`src/rtl/umst_pkg.sv`:
```
`timescale 1ns / 1ps

package umst_pkg;

  typedef struct packed {
    logic [47:0]        mac;
    logic signed [7:0]  strength;
    logic [31:0]        epoch;
    logic [1:0]         kind;
    logic [3:0]         subkind;
  } entry_t;

  typedef struct packed {
    logic hit;
    logic stronger;
  } cmp_t;

  typedef logic [2:0] status_t;

  localparam status_t ST_INSERTED  = 3'd0;
  localparam status_t ST_UPDATED   = 3'd1;
  localparam status_t ST_UNCHANGED = 3'd2;
  localparam status_t ST_FULL      = 3'd3;
  localparam status_t ST_DUMP      = 3'd4;

  localparam int TOTAL_W = 7;

endpackage

```
`src/rtl/umst_cmp.sv`:
```
`timescale 1ns / 1ps

module umst_cmp (
  input  logic               pend,
  input  logic [47:0]        key_mac,
  input  logic signed [7:0]  key_strength,
  input  umst_pkg::entry_t   entry,
  output umst_pkg::cmp_t     result
);

  always_comb begin
    result.hit      = pend && (entry.mac == key_mac);
    result.stronger = key_strength > entry.strength;
  end

endmodule

```
`config.mk`:
```
export PLATFORM = sky130hd
export DESIGN_NAME = umst_cmp
export DESIGN_NICKNAME = d
export VERILOG_FILES = /design/src/rtl/umst_pkg.sv /design/src/rtl/umst_cmp.sv
export SDC_FILE = /design/constraint.sdc
export NUM_CORES = 1
export LEC_CHECK = 0
export ABC_AREA = 1
export BUFFER_PORTS_ARGS = -buffer_cell sky130_fd_sc_hd__buf_2
export CAP_MARGIN = 25
export CORE_ASPECT_RATIO = 0.75
export CORE_MARGIN = 2
export CORE_UTILIZATION = 31
export DETAILED_ROUTE_END_ITERATION = 10
export GPL_TIMING_DRIVEN = 1
export PLACE_DENSITY = 0.9
export SKIP_LAST_GASP = 1
export SLEW_MARGIN = 20
export SYNTH_ARGS = -nofsm -noshare
export SYNTH_HDL_FRONTEND = slang
export SYNTH_SLANG_ARGS = --single-unit
```
`constraint.sdc`:
```
create_clock -name vclk -period 1.6
set_input_delay 0.32 -clock vclk [all_inputs]
set_output_delay 0.32 -clock vclk [all_outputs]
set_load 0.01 [all_outputs]
```
Yosys cells after proc, flatten, opt, wreduce, memory -nomap -nowiden
Cells that the tools add are included.
Word-level totals
  bits in registers: 0
  latch bits: 0
  RAM bits: 0
  ROM bits: 0
  bits of input ports: 151
  output and inout bits: 2
  logic and storage cells: 3
  memories kept: 0
Operators by class
  add/sub/neg operators: 0
  multipliers: 0
  divide/modulo/power cells: 0
  order comparisons: 1
  equal/unequal tests: 1
  shifts and indexed selects: 0
  mux-type cells: 0
  bitwise operators: 0
  reductions and logical operators: 1
Operators with widths (count)
  equality test 48 bit: 1
  greater-than comparator 8 bit: 1
  logical AND 1 bit: 1

Longest topological paths before layout
Gate-level depths: netlist (run 1).
  depth after elaboration: 2
  gate-level depth with buffers: 9
  mapped depth without buffers: 9

Worst setup path after synthesis (run 1)
OpenSTA, ideal clock, no wires.
  path kind: input-to-output
  start point: input entry[45] in the netlist's numbering
  end point: output result[0] in the netlist's numbering
  arrival: 1.161 ns
  data required time: 1.280 ns
  path slack: 0.119 ns
  stages on the path: 8
  path buffers: 0
  cells stage by stage: inv_1 > ha_1 > nand2_1 > nor2_1 > nand2_1 > nand3_1 > nand2_1 > nor2_1
RTL lines
  from (decl): line umst_cmp.sv:7  | input umst_pkg::entry_t entry,
  to (decl): line umst_cmp.sv:8  | output umst_pkg::cmp_t result

==> results of run 1 <==
power breakdown:
group / total [mW] / internal [mW] / leakage (nW) / switching [mW]
clock network: 0 / 0 / 0 / 0
logic: 0.379 / 0.199 / 1.17 / 0.179
registers: 0 / 0 / 0 / 0
routing by layer:
| metal | global-route usage (%) | wire length [um] | part of all wire (%) |
|---|---|---|---|
| met1 | 19.1 | 1440 | 44 |
| met2 | 33.8 | 1610 | 50 |
| met3 | 1.12 | 201 | 6.2 |
| met4 | 0.314 | 0 | 0 |
| met5 | 0 | 0 | 0 |
per-stage QoR:
stage	hold WS [ns]	cells	cell area (um^2)	setup WS [ns]	setup TNS (ns)
3_5_place_dp	1.13	386	1670	-0.121	-0.121
5_1_grt	1.17	386	1720	-0.167	-0.234
3_3_place_gp	1.12	386	1670	-0.0731	-0.0731
2_1_floorplan	0.876	229	1030	0.119	0
6_report	1.11	386	1720	-0.0694	-0.0694
4_1_cts	1.13	386	1700	-0.0839	-0.0839
how the worst max path moves through the flow:
| stage | start | endpoint | slack [ns] | cells past startpoint |
|---|---|---|---|---|
| CTS | key_strength[5] | result[0] | -0.08 | 9 |
| finish | entry[45] | result[0] | -0.07 | 10 |
| detailed placement | key_strength[5] | result[0] | -0.12 | 9 |
| global placement | key_strength[5] | result[0] | -0.07 | 9 |
| global route | entry[43] | result[0] | -0.17 | 10 |
| floorplan | entry[45] | result[0] | 0.12 | 8 |
synthesized netlist by cell type:
master	count	area, um^2
nand4_1	1	6.26
xnor2_1	3	26.3
inv_1	61	229
o21ai_0	13	65.1
a21oi_1	4	20.0
xor2_1	6	52.6
nor2_1	30	113
o211ai_1	1	7.51
nand2_1	81	304
nor3_1	1	5.00
nand2_2	1	6.26
nand3_1	4	20.0
ha_1	8	100
nor2_2	1	6.26
o21ai_1	14	70.1
layout by cell type (no fill, tap or decap), drive strengths merged:
cell    instances
o21ai          27
buf           117
nand4           1
nand2          82
ha              8
xor2            6
nor3            1
inv            61
nand3           4
nor2           31
a21oi           4
o211ai          1
xnor2           3
cells by family after synthesis:
kind of cell / Yosys count / synth area share (%)
buffers and inverters: 61 / 22.2
adder cells (fa/ha/maj): 8 / 9.71
AO/OA/AOI/OAI: 32 / 15.8
AND/OR/NAND/NOR: 119 / 44.7
XOR/XNOR: 9 / 7.65
timing repair:
action | 4_1_cts | 5_1_grt
endpoints found under the setup margin | 1 | 2
hold endpoints to repair | 0 | 0
cloned | 0 | 0
pin swaps | 3 | 3
resized for setup | 4 | 7
layout make-up:
| class | instances | area, um^2 | share of cell area [%] |
|---|---|---|---|
| inverters | 61 | 229 | 13.3 |
| multi-input cells | 168 | 851 | 49.5 |
| well taps | 40 | 50.0 | 2.91 |
| repair buffers | 117 | 591 | 34.3 |
==> run summary, run 1 <==
post-CTS setup buffers -> 0
endpoints failing setup -> 1
Slew Viols, Final -> 0
DP HPWL -> 3010 um
Wirelength per Cell -> 8.43 um
relative slew slack -> 86.2%
Worst Min Path Start -> entry[58]
worst path arrival time -> 1.35 ns
status -> complete, but fails checks
Setup crit start kind -> input pin
row count -> 18
max cap viols -> 0
total grt overflow -> 0
GRT Total Usage -> 16.0%
Area Growth Syn to Fin -> 66.9%
Peak Freq -> 0.599 GHz
Pleak -> 1.17 nW
proportion of layout cells with a drive suffix above 1 -> 37.3%
CP Buf/Inv Count -> 3
Worst EP required -> 1.28 ns
Syn Nets -> 388
final-layout clock buffer total -> 0
vias per cell -> 4.20
Core Region -> 3240 um^2
crit-path cells -> buf_2 > inv_1 > ha_4 > nand2_1 > nor2_1 > nor3_2 > nand3_1 > nand2_1 > nor2_1 > buf_2
Hold Path Class -> in -> out
RSZ-0062 raised after global routing -> true
Diodes inserted -> 0
yosys warns -> 0
iteration-0 DRC count of the detailed router -> 22
vias in the first global route -> 1,392
antenna violations before repair -> 0
Slowest cell on crit path -> ha_4
Die H -> 53.9 um
critical path's largest stage delay -> 0.26 ns
fillcell total -> 346
Port Buffers -> 115
Initial Util -> 31.8%
Period minus WS final -> 1.67 ns
largest net degree at the start of global routing -> 3
Layout Utilization -> 53.0%
sequential cells -> 0
Worst Hold End -> result[1]
kind of end point of the critical path -> output pin
final net count -> 507
die width -> 70.6 um
final RePlAce weighted congestion -> 0.772
# IOs -> 153
period utilization -> 104%
via count -> 1,622
die area -> 3810 um^2
Synth Instances -> 229
Routed Antenna Nets -> 0
Worst path top cell family by delay -> simple AND/OR/NAND/NOR gates
mapped cell area -> 1030 um^2
hold path cells -> 7
worst-path fanout max -> 2
failing checks -> negative setup slack
hold_buf cts -> 0
first-pass GRT wire length -> 5130 um
drt first pass iters -> 4
measured slew at the worst slew-check pin -> 0.205 ns
Worst Setup Path Type -> in -> out
Max rail drop VDD -> 0.0000972 V
Seq/Total Area, Yosys -> 0%
final wirelength -> 3250 um
Seq. cell area -> 0 um^2
Syn Area/Cell -> 4.50 um^2
number of remaining DRC errors -> 0
count of cell types in the netlist -> 15
worst setup margin -> -0.0694 ns
PwrDens -> 220 nW/um^2
final hold vios -> 0
Pwr Total -> 379 uW
Note: power is estimated with default switching activity, not from simulation.
==> run 2, diff against run 1 <==
Settings changed: CELL_PAD_IN_SITES_DETAIL_PLACEMENT set to 0, CELL_PAD_IN_SITES_GLOBAL_PLACEMENT set to 1, CORE_ASPECT_RATIO 0.75 to 1.2, CORE_UTILIZATION 31 to 16, TNS_END_PERCENT set to 50.
==> run summary, run 2 (same netlist as run 1, synthesis figures left out) <==
max cap viols -> 0
Port Buffers -> 115
proportion of layout cells with a drive suffix above 1 -> 39.6%
Core Region -> 6330 um^2
kind of end point of the critical path -> output pin
endpoints failing setup -> 1
Period minus WS final -> 1.73 ns
Max rail drop VDD -> 0.0000696 V
via count -> 1,652
Min Hold Slack -> 1.16 ns
fillcell total -> 734
most common cell after layout, fill and taps aside -> buf_2
period utilization -> 108%
Wirelength per Cell -> 8.33 um
drt first pass iters -> 4
failing checks -> negative setup slack
Area Growth Syn to Fin -> 79.0%
die width -> 77.3 um
Sum Neg Setup Slack -> -0.132 ns
final hold vios -> 0
Seq. cell area -> 0 um^2
worst setup path startpoint -> entry[45]
relative slew slack -> 79.7%
DP HPWL -> 3280 um
iteration-0 DRC count of the detailed router -> 19
antenna violations before repair -> 0
Routed Antenna Nets -> 0
Initial Util -> 16.3%
Hold Path Class -> in -> out
largest net degree at the start of global routing -> 4
measured slew at the worst slew-check pin -> 0.301 ns
row count -> 32
Worst Setup Path Type -> in -> out
RSZ-0062 raised after global routing -> true
worst path arrival time -> 1.41 ns
Die H -> 91.9 um
sequential cells -> 0
final net count -> 507
# IOs -> 153
Worst EP required -> 1.28 ns
cell area after layout -> 1850 um^2
worst setup margin -> -0.132 ns
GRT Total Usage -> 8.96%
Setup crit start kind -> input pin
Slew Viols, Final -> 0
final-layout clock buffer total -> 0
PwrDens -> 228 nW/um^2
Worst Min Path Start -> entry[58]
vias in the first global route -> 1,432
DP Area -> 1720 um^2
die area -> 7100 um^2
Diodes inserted -> 0
Pleak -> 1.19 nW
status -> complete, but fails checks
final RePlAce weighted congestion -> 0.727
final wirelength -> 3590 um
most frequent cells in the layout -> 115 x buf_2, 77 x nand2_1, 60 x inv_1
Peak Freq -> 0.577 GHz
first-pass GRT wire length -> 5420 um
total grt overflow -> 0
number of remaining DRC errors -> 0
vias per cell -> 3.83
worst-path fanout max -> 3
-- run 2: cell counts in the layout (fill, tap and decap cells not counted) --
Identical to the previous run, type by type.
-- run 2: cell type report --
class	instances	area, um^2	share of cell area [%]
repair buffers	117	594	32.2
inverters	61	229	12.4
multi-input cells	168	916	49.6
well taps	85	106	5.76
-- run 2: worst paths after layout --
check	end	cells past startpoint
worst max-delay path	result[0]	10
worst min-delay path	result[1]	7
-- run 2: power by group --
group | internal (mW) | switching, mW | total, mW
combinational | 0.217 | 0.203 | 0.420
sequential | 0 | 0 | 0
clock | 0 | 0 | 0
total | 0.217 | 0.203 | 0.420
-- run 2: routing by layer --
layer | wire [um] | track usage (%)
met1 | 1400 | 10.0
met2 | 1820 | 18.8
met3 | 368 | 0.984
met5 | 0 | 0
met4 | 0 | 0
-- run 2: repair_timing --
action	in CTS	in global routing
endpoints found under the setup margin	2	2
gates resized for setup	8	16
pin swaps	2	8
buffers inserted	0	1
hold buffers	0	0
endpoints found under the hold margin	0	0
-- run 2: critical path, cell delays in order --
cell     delay (ns)
buf_2          0.08
inv_1          0.05
ha_4           0.29
nand2_4        0.07
nor2_4         0.14
nand2_2        0.08
nand3_2        0.07
nand2_2        0.05
nor2_2         0.12
buf_2          0.15
-- run 2: per-stage QoR --
stage | std cells | utilization, % | total power, mW | setup slack [ns]
floorplan | 229 | - | 0.173 | 0.119
finish | 431 | 29.2 | 0.420 | -0.132
global placement | 430 | 27.2 | 0.363 | -0.114
detailed placement | 430 | 27.2 | 0.370 | -0.123
CTS | 430 | 27.8 | 0.386 | -0.0553
global route | 431 | 29.2 | 0.475 | -0.179
==> run 3, diff against run 2 <==
--- a/config.mk
+++ b/config.mk
@@ -12,10 +12,8 @@
 export CELL_PAD_IN_SITES_GLOBAL_PLACEMENT = 1
 export CORE_ASPECT_RATIO = 1.2
-export CORE_MARGIN = 2
 export CORE_UTILIZATION = 16
 export DETAILED_ROUTE_END_ITERATION = 10
 export GPL_TIMING_DRIVEN = 1
 export PLACE_DENSITY = 0.9
-export SKIP_LAST_GASP = 1
 export SLEW_MARGIN = 20
 export SYNTH_ARGS = -nofsm -noshare
==> constraint.sdc (replaced) <==
create_clock -name vclk -period 1.6
set_input_delay 0.32 -clock vclk [all_inputs]
set_output_delay 0.32 -clock vclk [all_outputs]
set_load 0.02 [all_outputs]
==> run summary, run 3 (same netlist as run 1, synthesis figures left out) <==
Worst EP required -> 1.28 ns
worst setup path startpoint -> entry[40]
Hold Path Class -> in -> out
Worst Setup Path Type -> in -> out
Worst Min Path Start -> entry[38]
die area -> 6770 um^2
number of remaining DRC errors -> 0
worst setup margin -> -0.0642 ns
sequential cells -> 0
worst path arrival time -> 1.34 ns
Cells after DPL -> 428
hold_buf cts -> 0
die width -> 75.3 um
failing checks -> negative setup slack
DP HPWL -> 3090 um
period utilization -> 104%
max cap viols -> 0
Slowest cell on crit path -> ha_4
Port Buffers -> 115
proportion of layout cells with a drive suffix above 1 -> 44.0%
worst-path fanout max -> 2
iteration-0 DRC count of the detailed router -> 16
kind of end point of the critical path -> output pin
most frequent cells in the layout -> 103 x buf_2, 76 x nand2_1, 53 x inv_1
most common cell after layout, fill and taps aside -> buf_2
dpl ws -> -0.157 ns
endpoints failing setup -> 2
drt first pass iters -> 3
Period minus WS final -> 1.66 ns
PwrDens -> 240 nW/um^2
final net count -> 509
largest net degree at the start of global routing -> 4
via count -> 1,678
Slew Viols, Final -> 0
crit-path cells -> buf_2 > inv_2 > ha_4 > nand2_4 > o21ai_2 > nand2_2 > nand3_2 > nand2_1 > nor2_2 > buf_6
final hold vios -> 0
row count -> 31
# IOs -> 153
measured slew at the worst slew-check pin -> 0.206 ns
Diodes inserted -> 0
Pleak -> 1.22 nW
total grt overflow -> 0
Setup crit start kind -> input pin
Initial Util -> 16.8%
final RePlAce weighted congestion -> 0.734
status -> complete, but fails checks
Routed Antenna Nets -> 0
first-pass GRT wire length -> 5310 um
GRT Total Usage -> 9.52%
RSZ-0062 raised after global routing -> true
Die H -> 89.9 um
Area Growth Syn to Fin -> 92.0%
Max rail drop VDD -> 0.000101 V
fillcell total -> 686
Wirelength per Cell -> 8.75 um
relative slew slack -> 86.2%
CP Buf/Inv Count -> 3
final wirelength -> 3760 um
Peak Freq -> 0.601 GHz
antenna violations before repair -> 0
critical path's largest stage delay -> 0.26 ns
vias per cell -> 3.90
Layout Cells excl Fill -> 430
Core Region -> 6130 um^2
final-layout clock buffer total -> 0
vias in the first global route -> 1,484
Seq. cell area -> 0 um^2
Worst path top cell family by delay -> simple AND/OR/NAND/NOR gates
==> run 3: routing by layer <==
| metal | track usage [%] | vias to the layer above | share of wire, % |
|---|---|---|---|
| li1 | - | 918 | - |
| met1 | 9.35 | 676 | 36 |
| met2 | 20.8 | 84 | 55 |
| met3 | 0.897 | 0 | 9.2 |
| met4 | 0 | 0 | 0 |
| met5 | 0 | - | 0 |
==> run 3: through the flow <==
stage	hold slack (ns)	cell area, um^2	power [mW]	util (%)	setup TNS (ns)
after floorplan	0.908	1030	0.177	-	0
after global placement	1.18	1730	0.368	28.2	-0.158
after detailed placement	1.17	1730	0.374	28.2	-0.196
after CTS	1.15	1840	0.418	30.0	-0.0880
after global routing	1.19	1980	0.537	32.3	-0.222
final	1.17	1980	0.475	32.3	-0.0768
==> run 3: worst min-delay path, cell delays in order <==
cell,delay (ns)
buf_2,0.08
ha_1,0.12
nand4_1,0.08
nand2_1,0.08
nor2_2,0.04
buf_6,0.12
==> run 3: final cells by class <==
class                           instances  area (um^2)  share of cell area, %
Inverter                               61          234                   11.8
Multi-Input combinational cell        168          962                   48.6
Tap cell                               82          103                   5.18
Timing Repair Buffer                  119          681                   34.4
==> run 3: path summary, 6_finish.rpt <==
kind	to	slack, ns	depth (start not counted)
setup / recovery	result[0]	-0.06	10
hold / removal	result[0]	1.17	6
==> run 3: power breakdown <==
group	switching (mW)	internal (mW)	total [mW]	leakage, nW
Clock	0	0	0	0
Sequential	0	0	0	0
Combinational	0.220	0.255	0.475	1.22
==> run 3: repair_timing <==
action	CTS	global route
endpoints found under the setup margin	2	2
gates cloned	0	0
pin swaps	13	22
buffers inserted	1	1
resized for setup	23	31
